===== src/sv/qnmrr_pkg.sv =====
// Package for the quantized neuron MAC / requantize / ReLU core.
// Holds widths, register indexes, reset values and the sequencer state type.
// Depends on nothing.
`default_nettype none

package qnmrr_pkg;

  // Number of output neurons; the result index wraps at this count.
  localparam int MAX_NEURONS = 1024;

  // Stream word widths.
  localparam int S_TDATA_W = 96;
  localparam int M_TDATA_W = 24;

  // Configuration port.
  localparam int CFG_IDX_W  = 3;
  localparam int CFG_DATA_W = 8;

  localparam logic [CFG_IDX_W-1:0] CFG_IN_ZERO_POINT  = 3'd0;
  localparam logic [CFG_IDX_W-1:0] CFG_OUT_ZERO_POINT = 3'd1;
  localparam logic [CFG_IDX_W-1:0] CFG_VALUE_BITS     = 3'd2;
  localparam logic [CFG_IDX_W-1:0] CFG_CLIP_MODE      = 3'd3;
  localparam logic [CFG_IDX_W-1:0] CFG_SIX_LEVEL      = 3'd4;

  // Register reset values.
  localparam logic signed [7:0] IN_ZERO_POINT_RST  = 8'sd0;
  localparam logic signed [7:0] OUT_ZERO_POINT_RST = 8'sd0;
  localparam logic [3:0]        VALUE_BITS_RST     = 4'd8;
  localparam logic              CLIP_MODE_RST      = 1'b0;
  localparam logic signed [7:0] SIX_LEVEL_RST      = 8'sd127;

  // Clip modes.
  localparam logic CLIP_RELU  = 1'b0;
  localparam logic CLIP_RELU6 = 1'b1;

  // Saturation width limits.
  localparam logic [3:0] VALUE_BITS_MIN = 4'd2;
  localparam logic [3:0] VALUE_BITS_MAX = 4'd8;

  // Sequencer states, one-hot.
  typedef enum logic [7:0] {
    ST_IDLE = 8'b0000_0001,
    ST_MAC  = 8'b0000_0010,
    ST_ACC  = 8'b0000_0100,
    ST_ABS  = 8'b0000_1000,
    ST_MUL  = 8'b0001_0000,
    ST_RND  = 8'b0010_0000,
    ST_SHF  = 8'b0100_0000,
    ST_SAT  = 8'b1000_0000
  } state_t;

endpackage

`default_nettype wire


===== src/sv/quantized_neuron_mac_requant_relu_core.sv =====
// Quantized dense-layer neuron: multiply-accumulate, requantize, ReLU / ReLU6.
// Top level of the block; depends on qnmrr_pkg.
//
// Usage: one input word carries an activation/weight pair plus the neuron's bias,
// scale and index. The first word of a neuron (tuser high) loads the bias into
// the 32-bit wrapping accumulator; every word adds (activation - in_zero_point)
// times weight. The word with tlast high closes the neuron and yields one output
// word with the clipped 8-bit activation and the neuron index.
// Timing: a word is taken in ST_IDLE only. A word without tlast occupies the
// block for accept, multiply and accumulate (ST_IDLE, ST_MAC, ST_ACC); a word
// with tlast goes on through ST_ABS, ST_MUL, ST_RND, ST_SHF and ST_SAT, and its
// output word is registered when ST_SAT hands it over. One 33 x 32 multiplier
// is shared by the product term and the requantization multiply, and the
// sequencer steps it through absolute value, multiply, rounding add and right shift.
// Stall: a finished output word waits in the output register while new input
// words are still taken; only a second result waits in the clamp step until
// the receiver takes the first.
// Reset (rst, synchronous) clears the accumulator, the configuration registers
// to their defaults, the sequencer and the output valid flag.
`default_nettype none

module quantized_neuron_mac_requant_relu_core (
  input  wire                                  clk,
  input  wire                                  rst,
  // Configuration write port.
  input  wire                                  cfg_wr_en,
  input  wire [qnmrr_pkg::CFG_IDX_W-1:0]       cfg_index,
  input  wire [qnmrr_pkg::CFG_DATA_W-1:0]      cfg_data,
  // Input stream.
  input  wire                                  s_tvalid,
  output logic                                 s_tready,
  // s_tdata, low bit up: activation[7:0], weight[15:8], bias_value[47:16],
  // scale_mult[78:48], scale_shift[84:79], neuron_index[94:85], zero pad[95].
  input  wire [qnmrr_pkg::S_TDATA_W-1:0]       s_tdata,
  // s_tuser: first_elem[0].
  input  wire                                  s_tuser,
  input  wire                                  s_tlast,
  // Output stream.
  output logic                                 m_tvalid,
  input  wire                                  m_tready,
  // m_tdata, low bit up: out_value[7:0], out_index[17:8], zero pad[23:18].
  output logic [qnmrr_pkg::M_TDATA_W-1:0]      m_tdata
);

  import qnmrr_pkg::*;

  // Configuration registers.
  logic signed [7:0] in_zero_point;
  logic signed [7:0] out_zero_point;
  logic [3:0]        value_bits;
  logic              clip_mode;
  logic signed [7:0] six_level;

  // Captured input word.
  logic signed [7:0] activation;
  logic signed [7:0] weight;
  logic              first_elem;
  logic              last_elem;
  logic [31:0]       bias_value;
  logic [30:0]       scale_mult;
  logic signed [5:0] scale_shift;
  logic [9:0]        neuron_index;

  // Datapath registers.
  state_t            state;
  state_t            state_next;
  logic [31:0]       accumulator;
  logic [31:0]       mag;
  logic              neg;
  logic [5:0]        rshift;
  logic [61:0]       mul_res;
  logic [62:0]       work;

  // Output register.
  logic signed [7:0] out_value;
  logic [9:0]        out_index;

  // Shared multiplier operands and result.
  logic signed [8:0]  mac_diff;
  logic signed [32:0] mul_a;
  logic signed [31:0] mul_b;
  logic signed [64:0] mul_p;

  // Requantization helpers.
  logic signed [6:0]  rshift_full;
  logic [62:0]        round_add;
  logic               out_load;

  // Saturation and clipping.
  logic [3:0]         vb;
  logic signed [9:0]  hi_lim;
  logic signed [9:0]  lo_lim;
  logic signed [9:0]  small_val;
  logic signed [9:0]  val_sum;
  logic signed [9:0]  val_sat;
  logic signed [9:0]  val_relu;
  logic signed [9:0]  val_clip;

  assign s_tready = (state == ST_IDLE);

  // Configuration writes; indexes beyond the list are ignored.
  always_ff @(posedge clk) begin
    if (rst) begin
      in_zero_point  <= IN_ZERO_POINT_RST;
      out_zero_point <= OUT_ZERO_POINT_RST;
      value_bits     <= VALUE_BITS_RST;
      clip_mode      <= CLIP_MODE_RST;
      six_level      <= SIX_LEVEL_RST;
    end else if (cfg_wr_en) begin
      unique case (cfg_index)
        CFG_IN_ZERO_POINT:  in_zero_point  <= $signed(cfg_data[7:0]);
        CFG_OUT_ZERO_POINT: out_zero_point <= $signed(cfg_data[7:0]);
        CFG_VALUE_BITS:     value_bits     <= cfg_data[3:0];
        CFG_CLIP_MODE:      clip_mode      <= cfg_data[0];
        CFG_SIX_LEVEL:      six_level      <= $signed(cfg_data[7:0]);
        default: ;
      endcase
    end
  end

  // Capture the input word when it is accepted.
  always_ff @(posedge clk) begin
    if (s_tvalid && s_tready) begin
      activation   <= $signed(s_tdata[7:0]);
      weight       <= $signed(s_tdata[15:8]);
      bias_value   <= s_tdata[47:16];
      scale_mult   <= s_tdata[78:48];
      scale_shift  <= $signed(s_tdata[84:79]);
      neuron_index <= s_tdata[94:85];
      first_elem   <= s_tuser;
      last_elem    <= s_tlast;
    end
  end

  // Shared multiplier: product term in ST_MAC, magnitude times scale in ST_MUL.
  assign mac_diff = 9'(activation) - 9'(in_zero_point);

  always_comb begin
    if (state == ST_MUL) begin
      mul_a = $signed({1'b0, mag});
      mul_b = $signed({1'b0, scale_mult});
    end else begin
      mul_a = 33'(mac_diff);
      mul_b = 32'(weight);
    end
  end

  assign mul_p = 65'(mul_a) * 65'(mul_b);

  // Right shift amount is 31 - scale_shift, always 0..63.
  assign rshift_full = 7'sd31 - 7'(scale_shift);

  // Half of the last kept unit, none when nothing is shifted out.
  assign round_add = (rshift == 6'd0) ? 63'd0 : (63'd1 << (rshift - 6'd1));

  // Clamp the saturation width to its legal span.
  always_comb begin
    if (value_bits < VALUE_BITS_MIN) begin
      vb = VALUE_BITS_MIN;
    end else if (value_bits > VALUE_BITS_MAX) begin
      vb = VALUE_BITS_MAX;
    end else begin
      vb = value_bits;
    end
  end

  assign hi_lim = (10'sd1 <<< (vb - 4'd1)) - 10'sd1;
  assign lo_lim = -hi_lim - 10'sd1;

  // Signed requantized value when it fits in eight magnitude bits.
  assign small_val = neg ? -$signed({2'b00, work[7:0]}) : $signed({2'b00, work[7:0]});
  assign val_sum   = small_val + 10'(out_zero_point);

  // Saturate, then ReLU at the zero point, then the optional upper clip.
  always_comb begin
    if (|work[62:8]) begin
      val_sat = neg ? lo_lim : hi_lim;
    end else if (val_sum > hi_lim) begin
      val_sat = hi_lim;
    end else if (val_sum < lo_lim) begin
      val_sat = lo_lim;
    end else begin
      val_sat = val_sum;
    end

    if (val_sat < 10'(out_zero_point)) begin
      val_relu = 10'(out_zero_point);
    end else begin
      val_relu = val_sat;
    end

    if (clip_mode == CLIP_RELU6 && val_relu > 10'(six_level)) begin
      val_clip = 10'(six_level);
    end else begin
      val_clip = val_relu;
    end
  end

  // The clamp step hands over its result once the output register is free.
  assign out_load = (state == ST_SAT) && (!m_tvalid || m_tready);

  // Sequencer.
  always_comb begin
    state_next = state;
    unique case (state)
      ST_IDLE: if (s_tvalid) state_next = ST_MAC;
      ST_MAC:  state_next = ST_ACC;
      ST_ACC:  state_next = last_elem ? ST_ABS : ST_IDLE;
      ST_ABS:  state_next = ST_MUL;
      ST_MUL:  state_next = ST_RND;
      ST_RND:  state_next = ST_SHF;
      ST_SHF:  state_next = ST_SAT;
      ST_SAT:  if (out_load) state_next = ST_IDLE;
      default: state_next = ST_IDLE;
    endcase
  end

  always_ff @(posedge clk) begin
    if (rst) begin
      state <= ST_IDLE;
    end else begin
      state <= state_next;
    end
  end

  // Accumulator: bias load on the first element, wrapping add of the product.
  always_ff @(posedge clk) begin
    if (rst) begin
      accumulator <= 32'd0;
    end else if (state == ST_ACC) begin
      accumulator <= (first_elem ? bias_value : accumulator) + mul_res[31:0];
    end
  end

  // Requantization datapath: sign/magnitude, multiply, round, shift.
  always_ff @(posedge clk) begin
    unique case (state)
      ST_ABS: begin
        neg    <= accumulator[31];
        mag    <= accumulator[31] ? (~accumulator + 32'd1) : accumulator;
        rshift <= rshift_full[5:0];
      end
      ST_RND:  work <= {1'b0, mul_res} + round_add;
      ST_SHF:  work <= work >> rshift;
      default: ;
    endcase
    if (state == ST_MAC || state == ST_MUL) begin
      mul_res <= mul_p[61:0];
    end
  end

  // Output register.
  always_ff @(posedge clk) begin
    if (rst) begin
      m_tvalid <= 1'b0;
    end else if (out_load) begin
      m_tvalid <= 1'b1;
    end else if (m_tready) begin
      m_tvalid <= 1'b0;
    end
  end

  always_ff @(posedge clk) begin
    if (out_load) begin
      out_value <= val_clip[7:0];
      out_index <= 10'(32'(neuron_index) % MAX_NEURONS);
    end
  end

  assign m_tdata = {6'd0, out_index, out_value};

endmodule

`default_nettype wire


===== config.mk =====
export PLATFORM = sky130hd
export DESIGN_NAME = quantized_neuron_mac_requant_relu_core
export DESIGN_NICKNAME = d
export VERILOG_FILES = /design/src/sv/qnmrr_pkg.sv /design/src/sv/quantized_neuron_mac_requant_relu_core.sv
export SDC_FILE = /design/constraint.sdc
export NUM_CORES = 2
export LEC_CHECK = 0
export BUFFER_PORTS_ARGS = -buffer_cell sky130_fd_sc_hd__buf_2
export CAP_MARGIN = 30
export CORE_ASPECT_RATIO = 1.5
export CORE_MARGIN = 1
export CORE_UTILIZATION = 55
export CTS_CLUSTER_DIAMETER = 80
export DETAILED_ROUTE_END_ITERATION = 10
export MAX_ROUTING_LAYER = met4
export PLACE_DENSITY_LB_ADDON = 0.25
export SLEW_MARGIN = 10
export SYNTH_ARGS = -nofsm -noshare
export SYNTH_HDL_FRONTEND = slang
export SYNTH_SLANG_ARGS = --single-unit

===== constraint.sdc =====
create_clock -name clk -period 9.73 [get_ports clk]
set_input_delay 1.4595 -clock clk [delete_from_list [all_inputs] [get_ports clk]]
set_output_delay 1.4595 -clock clk [all_outputs]
set_load 0.01 [all_outputs]

==> impl_metrics.csv <==
group,metric,value,unit
run_status,failed_checks,"negative setup slack",
cts,numCtsBuffers,41,
sta,tightest_slew,1.12,ns
critical_path,crit_slowest_cell,"fa_2",
global_routing,grt_max_degree,72,
critical_path,crit_path_end_kind,"flip-flop",
sta,fin_ws,-0.380,ns
detailed_routing,drt_iter0_markers,4193,
layout,layout-area-overhead-vs-synth,16.1,%
critical_path,start_kind,"flip-flop",
yosys,synth_top_area_share,36.2,%
yosys,ys_ff_latch,349,
detailed_routing,wl_per_cell,24.0,um
place,dp_hpwl,166000,um
sta,skew,0.0464,ns
floorplan,io-pin-count,140,
cts,clock-sinks,349,
cts,cts_tree,"built",
cts,ctsLongestPathBuffers,3,
yosys,synth_area_leaders,"fa_1 36%, edfxtp_1 14%, nand2_1 7.9%, inv_1 7.8%, ha_1 6.9%",
detailed_routing,drc,0,
sta,fin_crit_sh,104,%
layout,fill_cells,9045,
cts,clkLatencyLatePin,0.62,ns
min_path,hold_class,"reg -> reg",
yosys,synth_edf_count,279,
detailed_routing,detail_route.vias_per_cell,5.80,
yosys,yosys.area.top_type,"fa_1",
global_routing,grtUsageTotal,38.3,%
cts,cts_max_level,2,
sta,hold_ws,0.419,ns
floorplan,dieArea,0.110,sq mm
floorplan,die_h,406,um
global_routing,antenna_found_initial,6,
cts,root_buffer,"clkbuf_16",
sta,rsz0062_at_grt,"true",
floorplan,core,0.108,sq mm
sta,slew_headroom,25.1,%
floorplan,start_util,55.4,%
yosys,synthCells,6665,
global_routing,grt_pass1_vias,52065,
sta,timing.fmax,98.9,MHz
yosys,syn_area,0.0600,sq mm
critical_path,critPathMaxStageDelay,0.59,ns
detailed_routing,drt-pass1-iter-count,6,
place,routabilityCongestion,1.04,
critical_path,cp_common_cell,"fa_1",
flow_run,cap_viol_max_count,0,
floorplan,die_w,272,um
layout,final_layout_size_suffix_gt1_share,16.0,%
cts,clkSlewWorstSetupHoldPaths,0.07,ns
global_routing,overflow,0,
yosys,yosysMostFrequentCell,"nand2_1",
yosys,ys_warn_count,0,
sta,slew_violations,0,
critical_path,cp_max_fo,6,
critical_path,cp.required,10.07,ns
yosys,async_reset_ff_share,0,%
place,portBuffers,132,
critical_path,crit_type,"reg -> reg",
global_routing,grt_pass1_wl,305000,um
yosys,avgSynthCellArea,9.00,sq um
sta,final_hold_viol_count,0,
sta,fin_crit,10.11,ns
yosys,ys.flop_type,"edfxtp_1",
layout,fin_nets,8640,
yosys,synth.yosys.seq_area_share,16.3,%
sta,setup_viol,24,
detailed_routing,ant_nets,0,
floorplan,num_rows,148,
critical_path,arrival,10.45,ns
yosys,ys_types,87,
yosys,ys_top_cells_by_count,"1258 x nand2_1, 1247 x inv_1, 1084 x fa_1",
run_status,status,"finished, violations left",
detailed_routing,drt_wl_total,205000,um
detailed_routing,vias,49729,
layout make-up:
type / count / area, sq um / share of cell area [%]
multi-input combinational: 4752 / 45400 / 65.2
sequential: 349 / 9780 / 14.0
tap: 1425 / 1780 / 2.56
clock inverter: 23 / 240 / 0.345
inverter: 1250 / 4690 / 6.74
timing repair buffer: 715 / 6590 / 9.46
antenna: 2 / 5.00 / 0.00719
clock buffer: 52 / 1150 / 1.65
placed cells by master, fill, tap and decap left out, drive strengths merged, types with 39 or more instances in the layout:
| master | synthesis | final |
|---|---|---|
| nand2 | 1258 | 1258 |
| inv | 1250 | 1255 |
| fa | 1084 | 1084 |
| buf | 47 | 706 |
| nor2 | 467 | 467 |
| ha | 333 | 333 |
| a21oi | 280 | 280 |
| edfxtp | 279 | 279 |
| o21ai | 190 | 190 |
| xnor2 | 162 | 162 |
| a21o | 106 | 106 |
| mux2i | 78 | 78 |
| dfxtp | 70 | 70 |
| clkbuf | 278 | 60 |
| mux2 | 55 | 55 |
| nand3 | 50 | 50 |
| xor2 | 49 | 49 |
| mux4 | 48 | 48 |
| o21a | 48 | 48 |
| nor3 | 45 | 45 |
| and2 | 39 | 39 |
cell families (layout without fill, tap and decap cells):
family	count (synthesis)	count (layout)	synth area share, %
xor gates and xnor gates	211	211	3.08
and+or+nand+nor	2063	2063	14.3
adders and majority gates	1417	1417	43.1
buffers and inverters	1575	2040	9.94
AOI/OAI and AO/OA	867	867	9.07
muxes	181	181	4.21
other	2	15	0.0125
DFF	349	349	16.3
through the flow:
stage	util (%)	area [sq um]	TNS, ns	instances	setup slack, ns
3_5_place_dp	60.8	65900	-9.88	8389	-0.620
3_3_place_gp	60.7	65800	-6.20	8384	-0.459
5_1_grt	64.3	69600	-12.14	8567	-0.689
6_report	64.3	69600	-4.39	8568	-0.380
4_1_cts	63.0	68300	-1.59	8514	-0.224
2_1_floorplan	-	60100	-0.00108	6676	-0.000592
flip-flops by register name (all words and copies together), names as in the netlist, 4 cells and up:
register,cells
accumulator,32
activation,8
bias_value,32
in_zero_point,8
mag,32
mul_res,62
neuron_index,10
out_index,10
out_value,8
out_zero_point,8
rshift,6
scale_mult,31
scale_shift,6
six_level,8
state,8
value_bits,4
weight,8
work,63
per-layer routing:
layer	vias to the layer above	track usage (%)	wire length [um]	share of wire, %
met5	-	-	0	0
met4	0	28.5	20500	10
met3	794	4.72	13000	6.4
met2	2098	64.9	102000	49
met1	25062	41.2	70300	34
li1	21775	-	-	-
worst max-delay path, delay by kind of cell, from the launching register on:
kind                     cells  cell delay [ns]
XOR/XNOR                     1             0.15
AO/OA/AOI/OAI               15             2.67
AND/OR/NAND/NOR              5             0.64
buffers and inverters       14             1.21
flip-flops                   1             0.35
adder cells (fa/ha/maj)     11             4.77
repair_timing:
item,CTS,global route
gates cloned,7,8
buffers inserted,43,48
setup endpoints to repair,27,42
gates resized for setup,99,190
pin swaps,30,157
hold buffers,0,0
worst paths after layout:
path / start / cells after the start / end / slack (ns)
max: activation[0] / 46 / mul_res[59] / -0.38
min: neuron_index[4] / 0 / out_index[4] / 0.42
max reg2reg: activation[0] / 46 / mul_res[59] / -0.38
min reg2reg: neuron_index[4] / 0 / out_index[4] / 0.42
Power is not shown: default switching activity piles up to over one toggle a cycle in this logic, so the estimate is an artifact.
